==> src/hdl/json_string_unescape_top_macros.svh <==
// ---------------------------------------------------------------------------
// json string unescape assertion macros
// shared concurrent assertion forms, clocked on clk and disabled in reset
// ---------------------------------------------------------------------------
`ifndef JSON_STRING_UNESCAPE_TOP_MACROS_SVH
`define JSON_STRING_UNESCAPE_TOP_MACROS_SVH

`ifndef NO_ASSERTIONS

// same-cycle implication
`define JSU_ASSERT_SAME(label, ante, cons) \
	label: assert property (@(posedge clk) disable iff (!arst_n) (ante) |-> (cons)) \
		else $error("assertion failed");

// next-cycle implication
`define JSU_ASSERT_NEXT(label, ante, cons) \
	label: assert property (@(posedge clk) disable iff (!arst_n) (ante) |=> (cons)) \
		else $error("assertion failed");

`else

`define JSU_ASSERT_SAME(label, ante, cons)
`define JSU_ASSERT_NEXT(label, ante, cons)

`endif

`endif

==> src/hdl/jsu_pkg.sv <==
// ---------------------------------------------------------------------------
// jsu_pkg
// shared types, codes and helpers of the json string unescape block
// ---------------------------------------------------------------------------
package jsu_pkg;

	localparam int UNIT_W  = 21;
	localparam int KIND_W  = 2;
	localparam int PHASE_W = 3;

	// decoder phases
	localparam logic [PHASE_W-1:0] PH_IDLE    = 3'd0;
	localparam logic [PHASE_W-1:0] PH_BODY    = 3'd1;
	localparam logic [PHASE_W-1:0] PH_ESC     = 3'd2;
	localparam logic [PHASE_W-1:0] PH_HEX_A   = 3'd3;
	localparam logic [PHASE_W-1:0] PH_PAIR_BS = 3'd4;
	localparam logic [PHASE_W-1:0] PH_PAIR_U  = 3'd5;
	localparam logic [PHASE_W-1:0] PH_HEX_B   = 3'd6;

	// result kinds
	localparam logic [KIND_W-1:0] KIND_CHAR = 2'd0;
	localparam logic [KIND_W-1:0] KIND_DONE = 2'd1;
	localparam logic [KIND_W-1:0] KIND_ERR  = 2'd2;

	// characters of interest
	localparam logic [UNIT_W-1:0] CH_QUOTE  = 21'h22;
	localparam logic [UNIT_W-1:0] CH_BSLASH = 21'h5c;
	localparam logic [UNIT_W-1:0] CH_SLASH  = 21'h2f;
	localparam logic [UNIT_W-1:0] CH_B      = 21'h62;
	localparam logic [UNIT_W-1:0] CH_F      = 21'h66;
	localparam logic [UNIT_W-1:0] CH_N      = 21'h6e;
	localparam logic [UNIT_W-1:0] CH_R      = 21'h72;
	localparam logic [UNIT_W-1:0] CH_T      = 21'h74;
	localparam logic [UNIT_W-1:0] CH_U      = 21'h75;
	localparam logic [UNIT_W-1:0] CH_SPACE  = 21'h20;
	localparam logic [UNIT_W-1:0] CP_MAX    = 21'h10ffff;
	localparam logic [UNIT_W-1:0] CP_PLANE1 = 21'h10000;

	localparam logic [15:0] HI_SUR_LO = 16'hd800;
	localparam logic [15:0] HI_SUR_HI = 16'hdbff;
	localparam logic [15:0] LO_SUR_LO = 16'hdc00;
	localparam logic [15:0] LO_SUR_HI = 16'hdfff;

	typedef struct packed {
		logic [PHASE_W-1:0] phase;
		logic [1:0]         hex_count;
		logic [15:0]        hex_acc;
		logic [9:0]         high_sur;   // high surrogate minus 0xd800
	} dec_state_t;

	typedef struct packed {
		logic              has;
		logic [UNIT_W-1:0] code_point;
		logic [KIND_W-1:0] kind;
	} dec_result_t;

	// hex digit: bit 4 set when the unit is a valid digit, low nibble its value
	function automatic logic [4:0] hex_digit(input logic [UNIT_W-1:0] u);
		logic [4:0] r;
		r = 5'd0;
		if (u >= 21'h30 && u <= 21'h39) begin
			r = {1'b1, u[3:0]};
		end else if ((u >= 21'h61 && u <= 21'h66) || (u >= 21'h41 && u <= 21'h46)) begin
			r = {1'b1, u[3:0] + 4'd9};
		end
		return r;
	endfunction

endpackage

==> src/hdl/jsu_decode.sv <==
// ---------------------------------------------------------------------------
// jsu_decode
// next-state and result logic for one code unit of a json string literal
// ---------------------------------------------------------------------------
module jsu_decode (
	input  jsu_pkg::dec_state_t              state,
	input  logic [jsu_pkg::UNIT_W-1:0]       unit,
	input  logic                             eot,
	output jsu_pkg::dec_state_t              next,
	output jsu_pkg::dec_result_t             res
);
	import jsu_pkg::*;

	logic [4:0]  hd;
	logic [15:0] acc_new;
	logic        in_lo_sur;
	logic        in_hi_sur;

	assign hd        = hex_digit(unit);
	assign acc_new   = {state.hex_acc[11:0], hd[3:0]};
	assign in_lo_sur = (acc_new >= LO_SUR_LO) && (acc_new <= LO_SUR_HI);
	assign in_hi_sur = (acc_new >= HI_SUR_LO) && (acc_new <= HI_SUR_HI);

	always_comb begin
		dec_state_t  fail_st;
		dec_result_t err_res;
		fail_st = '{phase: PH_IDLE, hex_count: 2'd0, hex_acc: 16'd0, high_sur: 10'd0};
		err_res = '{has: 1'b1, code_point: '0, kind: KIND_ERR};
		next    = state;
		res     = '{has: 1'b0, code_point: '0, kind: KIND_CHAR};
		if (eot) begin
			next = fail_st;
			res  = err_res;
		end else begin
			case (state.phase)
				PH_IDLE: begin
					if (unit == CH_QUOTE) begin
						next.phase = PH_BODY;
					end else begin
						next = fail_st;
						res  = err_res;
					end
				end
				PH_BODY: begin
					if (unit == CH_QUOTE) begin
						next.phase = PH_IDLE;
						res        = '{has: 1'b1, code_point: '0, kind: KIND_DONE};
					end else if (unit < CH_SPACE || unit > CP_MAX) begin
						next = fail_st;
						res  = err_res;
					end else if (unit == CH_BSLASH) begin
						next.phase = PH_ESC;
					end else begin
						res = '{has: 1'b1, code_point: unit, kind: KIND_CHAR};
					end
				end
				PH_ESC: begin
					next.phase = PH_BODY;
					res        = '{has: 1'b1, code_point: unit, kind: KIND_CHAR};
					case (unit)
						CH_B: res.code_point = 21'h08;
						CH_F: res.code_point = 21'h0c;
						CH_N: res.code_point = 21'h0a;
						CH_R: res.code_point = 21'h0d;
						CH_T: res.code_point = 21'h09;
						CH_BSLASH, CH_SLASH, CH_QUOTE: res.code_point = unit;
						CH_U: begin
							next.phase     = PH_HEX_A;
							next.hex_count = 2'd0;
							next.hex_acc   = 16'd0;
							res.has        = 1'b0;
						end
						default: begin
							next = fail_st;
							res  = err_res;
						end
					endcase
				end
				PH_HEX_A, PH_HEX_B: begin
					if (!hd[4]) begin
						next = fail_st;
						res  = err_res;
					end else if (state.hex_count != 2'd3) begin
						next.hex_count = state.hex_count + 2'd1;
						next.hex_acc   = acc_new;
					end else begin
						next.hex_count = 2'd0;
						next.hex_acc   = 16'd0;
						if (state.phase == PH_HEX_A) begin
							if (in_lo_sur) begin
								next = fail_st;
								res  = err_res;
							end else if (in_hi_sur) begin
								next.high_sur = acc_new[9:0];
								next.phase    = PH_PAIR_BS;
							end else begin
								next.phase = PH_BODY;
								res        = '{has: 1'b1, code_point: {5'd0, acc_new},
									kind: KIND_CHAR};
							end
						end else if (!in_lo_sur) begin
							next = fail_st;
							res  = err_res;
						end else begin
							// pair: 0x10000 + (high << 10) + low
							next.high_sur = 10'd0;
							next.phase    = PH_BODY;
							res           = '{has: 1'b1,
								code_point: CP_PLANE1 + {1'b0, state.high_sur, acc_new[9:0]},
								kind: KIND_CHAR};
						end
					end
				end
				PH_PAIR_BS: begin
					if (unit == CH_BSLASH) begin
						next.phase = PH_PAIR_U;
					end else begin
						next = fail_st;
						res  = err_res;
					end
				end
				PH_PAIR_U: begin
					if (unit == CH_U) begin
						next.phase     = PH_HEX_B;
						next.hex_count = 2'd0;
						next.hex_acc   = 16'd0;
					end else begin
						next = fail_st;
						res  = err_res;
					end
				end
				default: begin
					next = fail_st;
					res  = err_res;
				end
			endcase
		end
	end

endmodule

==> src/hdl/json_string_unescape_top.sv <==
// path: an accepted beat is held in the input register, then its result is loaded into the result register
// throughput: one code unit per cycle, sustained, with out_ready held high
// set by the single decode pass between the input register and the result register
// beats that only advance the decoder (opening quote, backslash, u, most hex digits) give no result
// reset (arst_n low, asynchronous): both registers empty, decoder idle awaiting a quote
// ---------------------------------------------------------------------------
// json_string_unescape_top
// json string literal decoder: one code unit in, at most one code point out
// ---------------------------------------------------------------------------
`include "json_string_unescape_top_macros.svh"

module json_string_unescape_top (
	input  logic                             clk,
	input  logic                             arst_n,
	// input channel
	input  logic                             in_valid,
	output logic                             in_ready,
	input  logic [jsu_pkg::UNIT_W-1:0]       code_unit,
	input  logic                             end_of_text,
	// result channel
	output logic                             out_valid,
	input  logic                             out_ready,
	output logic [jsu_pkg::UNIT_W-1:0]       code_point,
	output logic [jsu_pkg::KIND_W-1:0]       kind
);
	import jsu_pkg::*;

	// input register
	logic              valid_s1;
	logic [UNIT_W-1:0] unit_s1;
	logic              eot_s1;

	// decoder state, held across beats
	dec_state_t  state_q;
	dec_state_t  state_next;
	dec_result_t res;

	// result register
	logic              out_valid_q;
	logic [UNIT_W-1:0] code_point_q;
	logic [KIND_W-1:0] kind_q;

	logic advance;

	// the input beat moves on once the result register is free or draining this cycle;
	// beats without a result need no room but keep the rule simple and in order
	assign advance  = valid_s1 && (!out_valid_q || out_ready);
	assign in_ready = !valid_s1 || advance;

	jsu_decode u_decode (
		.state (state_q),
		.unit  (unit_s1),
		.eot   (eot_s1),
		.next  (state_next),
		.res   (res)
	);

	// input register: control
	always_ff @(posedge clk or negedge arst_n) begin
		if (!arst_n) begin
			valid_s1 <= 1'b0;
		end else if (in_ready) begin
			valid_s1 <= in_valid;
		end
	end

	// input register: payload
	always_ff @(posedge clk) begin
		if (in_valid && in_ready) begin
			unit_s1 <= code_unit;
			eot_s1  <= end_of_text;
		end
	end

	// decoder state updates once per beat leaving the input register
	always_ff @(posedge clk or negedge arst_n) begin
		if (!arst_n) begin
			state_q <= '{phase: PH_IDLE, hex_count: 2'd0, hex_acc: 16'd0, high_sur: 10'd0};
		end else if (advance) begin
			state_q <= state_next;
		end
	end

	// result register: control
	always_ff @(posedge clk or negedge arst_n) begin
		if (!arst_n) begin
			out_valid_q <= 1'b0;
		end else if (advance && res.has) begin
			out_valid_q <= 1'b1;
		end else if (out_ready) begin
			out_valid_q <= 1'b0;
		end
	end

	// result register: payload
	always_ff @(posedge clk) begin
		if (advance && res.has) begin
			code_point_q <= res.code_point;
			kind_q       <= res.kind;
		end
	end

	assign out_valid  = out_valid_q;
	assign code_point = code_point_q;
	assign kind       = kind_q;

	// a decoded result always reaches the result register
	`JSU_ASSERT_NEXT(a_result_loaded, advance && res.has, out_valid_q)
	// completion and error beats carry a zero code point
	`JSU_ASSERT_SAME(a_status_zero_cp, out_valid_q && kind_q != KIND_CHAR, code_point_q == '0)
	// decoded characters stay within the unicode range
	`JSU_ASSERT_SAME(a_cp_in_range, out_valid_q && kind_q == KIND_CHAR, code_point_q <= CP_MAX)
	// hex collection is clear outside the hex phases
	`JSU_ASSERT_SAME(a_hex_clear,
		state_q.phase != PH_HEX_A && state_q.phase != PH_HEX_B,
		state_q.hex_count == 2'd0 && state_q.hex_acc == 16'd0)
	// an empty input register always takes a beat
	`JSU_ASSERT_SAME(a_ready_when_empty, !valid_s1, in_ready)

endmodule
==> config.mk <==
export PLATFORM = sky130hd
export DESIGN_NAME = json_string_unescape_top
export DESIGN_NICKNAME = d
export VERILOG_FILES = /design/src/hdl/jsu_pkg.sv /design/src/hdl/jsu_decode.sv /design/src/hdl/json_string_unescape_top.sv
export VERILOG_INCLUDE_DIRS = /design/src /design/src/hdl
export SDC_FILE = /design/constraint.sdc
export NUM_CORES = 1
export LEC_CHECK = 0
export BUFFER_PORTS_ARGS = -buffer_cell sky130_fd_sc_hd__clkbuf_2
export CAP_MARGIN = 5
export CORE_MARGIN = 2
export CORE_UTILIZATION = 50
export DETAILED_ROUTE_END_ITERATION = 8
export HOLD_SLACK_MARGIN = 0.06
export PLACE_DENSITY = 0.76
export SYNTH_ARGS = -nofsm -noshare
export SYNTH_HDL_FRONTEND = slang
export SYNTH_SLANG_ARGS = --single-unit
==> constraint.sdc <==
create_clock -name clk -period 3.5 [get_ports clk]
set_input_delay 0.35 -clock clk [delete_from_list [all_inputs] [get_ports clk]]
set_output_delay 0.35 -clock clk [all_outputs]
set_load 0.05 [all_outputs]
==> impl_metrics.ini, run 1 <==
[yosys]
syn-num-nets = 412
synth.avg_cell_area_sq_um = 10.7
synthMuxAreaShare_pct = 0.802
ys_types = 65
synth_area_sq_um = 4060
synth-seq-cells = 74
synth-compound-area-share_pct = 18.7
netlist_instances = 380
synth_xor_xnor_area_share_pct = 1.30
synth-main-ff-cell = edfxtp_1
synth_fa_ha_area_share_pct = 1.85
async_reset_ff_share_pct = 39.2
ys_warn_count = 0
synth-simple-area-share_pct = 21.9
synth_top_family_by_area = simple AND/OR/NAND/NOR gates
synth-seq-area-share_pct = 51.2
synth_edf_count = 45

[global_routing]
grt_max_degree = 30
track_usage_pct = 23.5
grt_pass1_wl_mm = 15.6
overflow = 0
grt_pass1_vias = 3099
grt_antenna_before_repair = 0

[clock_tree]
clkTransAtPathRegs_ps = 80
clk_latency_ps = 350
cts_sinks = 74
cts.path.max_buffers = 2
cts_max_level = 3
cts_tree = built
cts_buffers = 9
root_buffer = clkbuf_8

[pwr]
swShare_pct = 35.7
pwr-share-seq_pct = 48.2
leakage_uw = 0.00178
clockPowerShare_pct = 26.6
pwr-share-comb_pct = 25.2
powerDensity_nw_per_um2 = 510
vdd_drop_max_uv = 252
p_int_uw = 1490
p_sw_uw = 827
total_power_uw = 2320

[final_layout]
nFillCells = 671
drive_gt1_share_pct = 24.7
antenna_cells = 0
area_growth_pct = 12.0
mostFrequentLayoutCells = nand2_1 (55), clkbuf_2 (50), edfxtp_1 (45), nor2_1 (30), dfrtp_1 (29)
final_nets = 460
final_common_cell = nand2_1

[die]
fp.dieH_um = 94.1
num_rows = 32
dieArea_sq_um = 8850
core_area_sq_um = 7810
initial_core_util_pct = 52.0
io-pin-count = 51
die_w_um = 94.1

[place]
hpwl_mm = 7.05
gp_congestion = 0.981
port_buffers = 50

[timing]
setup_viol = 0
relSlewSlack_pct = 38.8
clock_skew_ps = 10.1
setup_tns_ps = 0
final_hold_viol_count = 0
post-route-period-util_pct = 85.6
worst_slew_pin_slew_ps = 918
max_freq_mhz = 334
slew_viol_final = 0
fin_crit_ps = 2990
rsz0062_at_grt = false
holdWs_ps = 164

[drt]
drc_errors = 0
drt_iter0_markers = 257
drt-total-wl_mm = 9.53
wire_per_inst_um = 17.8
via_per_inst = 6.18
ant_nets = 0
num_vias = 3305
firstDrtPassIters = 5

[hold_path]
holdPathStages = 1
min_to = unit_s1[20]
hold_start = code_unit[20]
hold_class = input port to flip-flop

[flow_run]
cap_violations = 0

[setup_path]
r2r-start = unit_s1[0]
rrSetupSlack_ps = 510
reg2reg_depth = 9
critPathLaunchType = flip-flop
crit_path_end_kind = flip-flop
timing.rr.end = code_point[10]
worst_ep_required_time_ps = 3680
crit_arrival_ps = 3180
critPathKind = flip-flop to flip-flop
path_max_fanout = 14

[run_status]
status = completed
==> worst max-delay path: stages, from the launching register on <==
cell       delay [ps]
edfxtp_1          500
inv_1             200
ha_1              260
or3b_2            470
a21oi_1           190
o2bb2ai_1         140
nand3_1           190
o22ai_2           580
nand2_1           140
o21ai_1           150
==> power groups by stage <==
stage               Sequential [uW]  Combinational [uW]  Clock, uW
floorplan                      1270                 304          0
global placement               1130                 576          0
detailed placement             1130                 577          0
CTS                            1120                 580        625
global route                   1130                 629        662
finish                         1120                 584        616
==> logic make-up (layout without fill, tap and decap cells) <==
family | count (synthesis) | count (layout)
mux | 3 | 3
xor+xnor | 6 | 6
compound gates | 101 | 101
simple gates | 162 | 162
fa+ha+maj | 6 | 6
buf+inv | 28 | 81
flops | 74 | 74
==> area by class of cell <==
class | count | area (sq um) | share of cell area, %
clock buffer | 12 | 156 | 3.44
clock inverter | 4 | 26.3 | 0.578
inverter | 8 | 30.0 | 0.661
multi-input combinational | 278 | 1810 | 39.8
sequential | 74 | 2080 | 45.7
tap | 102 | 128 | 2.81
timing repair buffer | 57 | 318 | 6.99
==> registers in the layout (all words and copies together), names as in the netlist <==
| register | cells |
|---|---|
| valid_s1 | 1 |
| eot_s1 | 1 |
| state_q | 27 |
| unit_s1 | 21 |
| code_point | 21 |
| kind | 2 |
| out_valid | 1 |
==> worst max path at each step <==
stage,from,depth (start not counted),to
global placement,unit_s1[1],9,code_point[17]
CTS,unit_s1[1],9,code_point[10]
detailed placement,unit_s1[1],9,code_point[10]
floorplan,unit_s1[1],9,code_point[0]
global route,unit_s1[1],9,code_point[10]
finish,unit_s1[0],9,code_point[10]
==> cells in the mapped netlist, types with 6 or more instances <==
| cell | count | area [sq um] |
|---|---|---|
| clkbuf_1 | 6 | 22.5 |
| o21ai_1 | 7 | 35.0 |
| nand2b_1 | 10 | 62.6 |
| dfrtp_1 | 29 | 726 |
| o21ai_2 | 13 | 114 |
| buf_2 | 7 | 35.0 |
| a22o_1 | 13 | 114 |
| edfxtp_1 | 45 | 1350 |
| nor3_1 | 7 | 35.0 |
| nand3_1 | 12 | 60.1 |
| a22oi_1 | 10 | 75.1 |
| nand4_1 | 7 | 43.8 |
| nor2_1 | 30 | 113 |
| a21oi_1 | 14 | 70.1 |
| ha_1 | 6 | 75.1 |
| inv_1 | 8 | 30.0 |
| nand2_1 | 55 | 206 |
| o21ai_0 | 9 | 45.0 |
==> metal layers <==
layer / wire length, um / global-route usage, % / vias up
met3: 923 / 6.18 / 23
li1: - / - / 1518
met2: 4450 / 36.8 / 224
met4: 225 / 8.57 / 0
met1: 3930 / 31.4 / 1540
met5: 0 / 0 / -
==> repair_timing <==
action | 4_1_cts | 5_1_grt
hold buffers | 1 | 0
endpoints found under the hold margin | 21 | 0
gates resized for setup | 0 | 1
buffers inserted | 0 | 0
setup endpoints to repair | 0 | 23
==> per-stage QoR <==
| step | setup WS, ps | instances | utilization, % | instance area (sq um) |
|---|---|---|---|---|
| final | 505 | 535 | 58.2 | 4540 |
| after global routing | 288 | 535 | 58.2 | 4540 |
| after CTS | 254 | 535 | 58.2 | 4540 |
| after detailed placement | 266 | 518 | 55.7 | 4350 |
| after global placement | 400 | 518 | 55.7 | 4350 |
| after floorplan | 742 | 380 | - | 4060 |
Power figures use the tool's default switching activity.
==> run 2: changes to the inputs <==
--- a/config.mk
+++ b/config.mk
@@ -10,6 +10,7 @@
 export CAP_MARGIN = 5
 export CORE_MARGIN = 2
 export CORE_UTILIZATION = 50
+export CTS_BUF_LIST = sky130_fd_sc_hd__clkbuf_8 sky130_fd_sc_hd__clkbuf_16
 export DETAILED_ROUTE_END_ITERATION = 8
 export HOLD_SLACK_MARGIN = 0.06
 export PLACE_DENSITY = 0.76
==> run 2 against run 1 <==
Against the previous run: die area did not move; hold slack barely moved; combinational power barely moved; sequential share of layout area did not move; register-to-register slack got worse by 20 ps; via count barely moved; non-clock buffer count did not move; clock skew fell by 1.5 ps; clock-buffer cell count fell by 2; routed wire length barely moved; critical path depth did not move; first-iteration DRC count fell by 1.2%.
==> impl_metrics.ini, run 2 (synthesized netlist as in run 1, its figures left out) <==
[run_status]
status = completed

[timing]
relSlewSlack_pct = 38.8
setup_viol = 0
slew_viol_final = 0
rsz0062_at_grt = false
max_freq_mhz = 332
worst_slew_pin_slew_ps = 917
post-route-period-util_pct = 86.2
clock_skew_ps = 8.63
fin_crit_ps = 3020
final_hold_viol_count = 0
holdWs_ps = 163
setup_tns_ps = 0

[final_layout]
mostFrequentLayoutCells = nand2_1 (55), clkbuf_2 (50), edfxtp_1 (45), nor2_1 (30), dfrtp_1 (29)
instances_no_fill = 535
final_common_cell = nand2_1
largest_reg_flops = 27
area_growth_pct = 12.0
regMostFlops = state_q
nFillCells = 671
antenna_cells = 0
drive_gt1_share_pct = 24.7
post-route-util_pct = 58.2
final_nets = 460

[setup_path]
critPathKind = flip-flop to flip-flop
path_max_fanout = 23
crit_slowest_cell = or4_1
reg2reg_depth = 9
rrSetupSlack_ps = 480
crit_chain = inv_1, ha_1, or4_1, nand4_1, a21oi_1, a21oi_1, o21ai_0, nand3_1, and2_2
crit_family = simple AND/OR/NAND/NOR gates
crit_path_end_kind = flip-flop
r2r-start = unit_s1[1]
critPathLaunchType = flip-flop
worst_ep_required_time_ps = 3490
timing.critical_path.mode_cell = a21oi_1
cp.buffers_inverters = 1
crit_arrival_ps = 3010
timing.rr.end = code_point[10]
slowest_delay_ps = 540

[global_routing]
grt_antenna_before_repair = 0
grt_pass1_vias = 3099
grt_pass1_wl_mm = 15.6
track_usage_pct = 23.5
grt_max_degree = 30
overflow = 0

[clock_tree]
clkTransAtPathRegs_ps = 80
cts_sinks = 74
clk_latency_ps = 350
cts_max_level = 3
cts_buffers = 9
cts_tree = built
cts.path.max_buffers = 2
root_buffer = clkbuf_8
post-cts-setup-buffers = 0

[place]
gp_congestion = 0.981
placed_cells_incl_taps = 518
port_buffers = 50
hpwl_mm = 7.05

[drt]
drt_iter0_markers = 254
via_per_inst = 6.17
drc_errors = 0
ant_nets = 0
wire_per_inst_um = 17.8
firstDrtPassIters = 6
drt-total-wl_mm = 9.53
num_vias = 3303

[hold_path]
holdPathStages = 1
hold_class = input port to flip-flop
min_to = unit_s1[20]
hold_start = code_unit[20]

[pwr]
powerDensity_nw_per_um2 = 509
vdd_drop_max_uv = 253
leakage_uw = 0.00179
total_power_uw = 2310

[die]
num_rows = 32
io-pin-count = 51
fp.dieH_um = 94.1
die_w_um = 94.1
core_area_sq_um = 7810
initial_core_util_pct = 52.0
dieArea_sq_um = 8850

[flow_run]
cap_violations = 0
[run 2: layout make-up]
class | count | area (sq um) | share of cell area, %
multi-input cells | 278 | 1810 | 39.8
repair buffers | 57 | 318 | 6.99
well taps | 102 | 128 | 2.81
clock buffers | 10 | 149 | 3.28
flip-flops and latches | 74 | 2080 | 45.7
clock inverters | 6 | 33.8 | 0.743
inverters | 8 | 30.0 | 0.661
[run 2: worst max path at each step]
stage,end,start,cells after the start,slack [ps]
4_1_cts,code_point[10],unit_s1[1],9,250
6_report,code_point[10],unit_s1[1],9,480
2_1_floorplan,code_point[0],unit_s1[1],9,740
5_1_grt,code_point[3],unit_s1[1],9,290
3_5_place_dp,code_point[10],unit_s1[1],9,270
3_3_place_gp,code_point[17],unit_s1[1],9,400
[run 2: layer usage]
metal	track usage, %	vias to the layer above	routed length [um]
li1	-	1523	-
met1	31.4	1559	3980
met2	36.8	195	4460
met3	6.18	26	851
met4	8.57	0	239
met5	0	-	0
[run 2: stage by stage]
stage / setup slack, ps / instance area (sq um)
final: 484 / 4540
after global routing: 289 / 4540
after CTS: 255 / 4540
after detailed placement: 266 / 4350
after global placement: 400 / 4350
after floorplan: 742 / 4060
[run 2: power by group]
part	total [uW]	internal [uW]	switching, uW
Sequential	1120	1030	83.6
Clock	609	294	315
Combinational	584	156	428
[run 2: repair_timing]
action,4_1_cts,5_1_grt
hold buffers,1,0
resized for setup,0,1
hold endpoints to repair,22,0
endpoints found under the setup margin,0,23
[run 2: worst reg2reg max path: stages (launching register included)]
cell	delay [ps]
edfxtp_1	480
inv_1	120
ha_1	240
or4_1	540
nand4_1	150
a21oi_1	140
a21oi_1	200
o21ai_0	140
nand3_1	140
and2_2	510
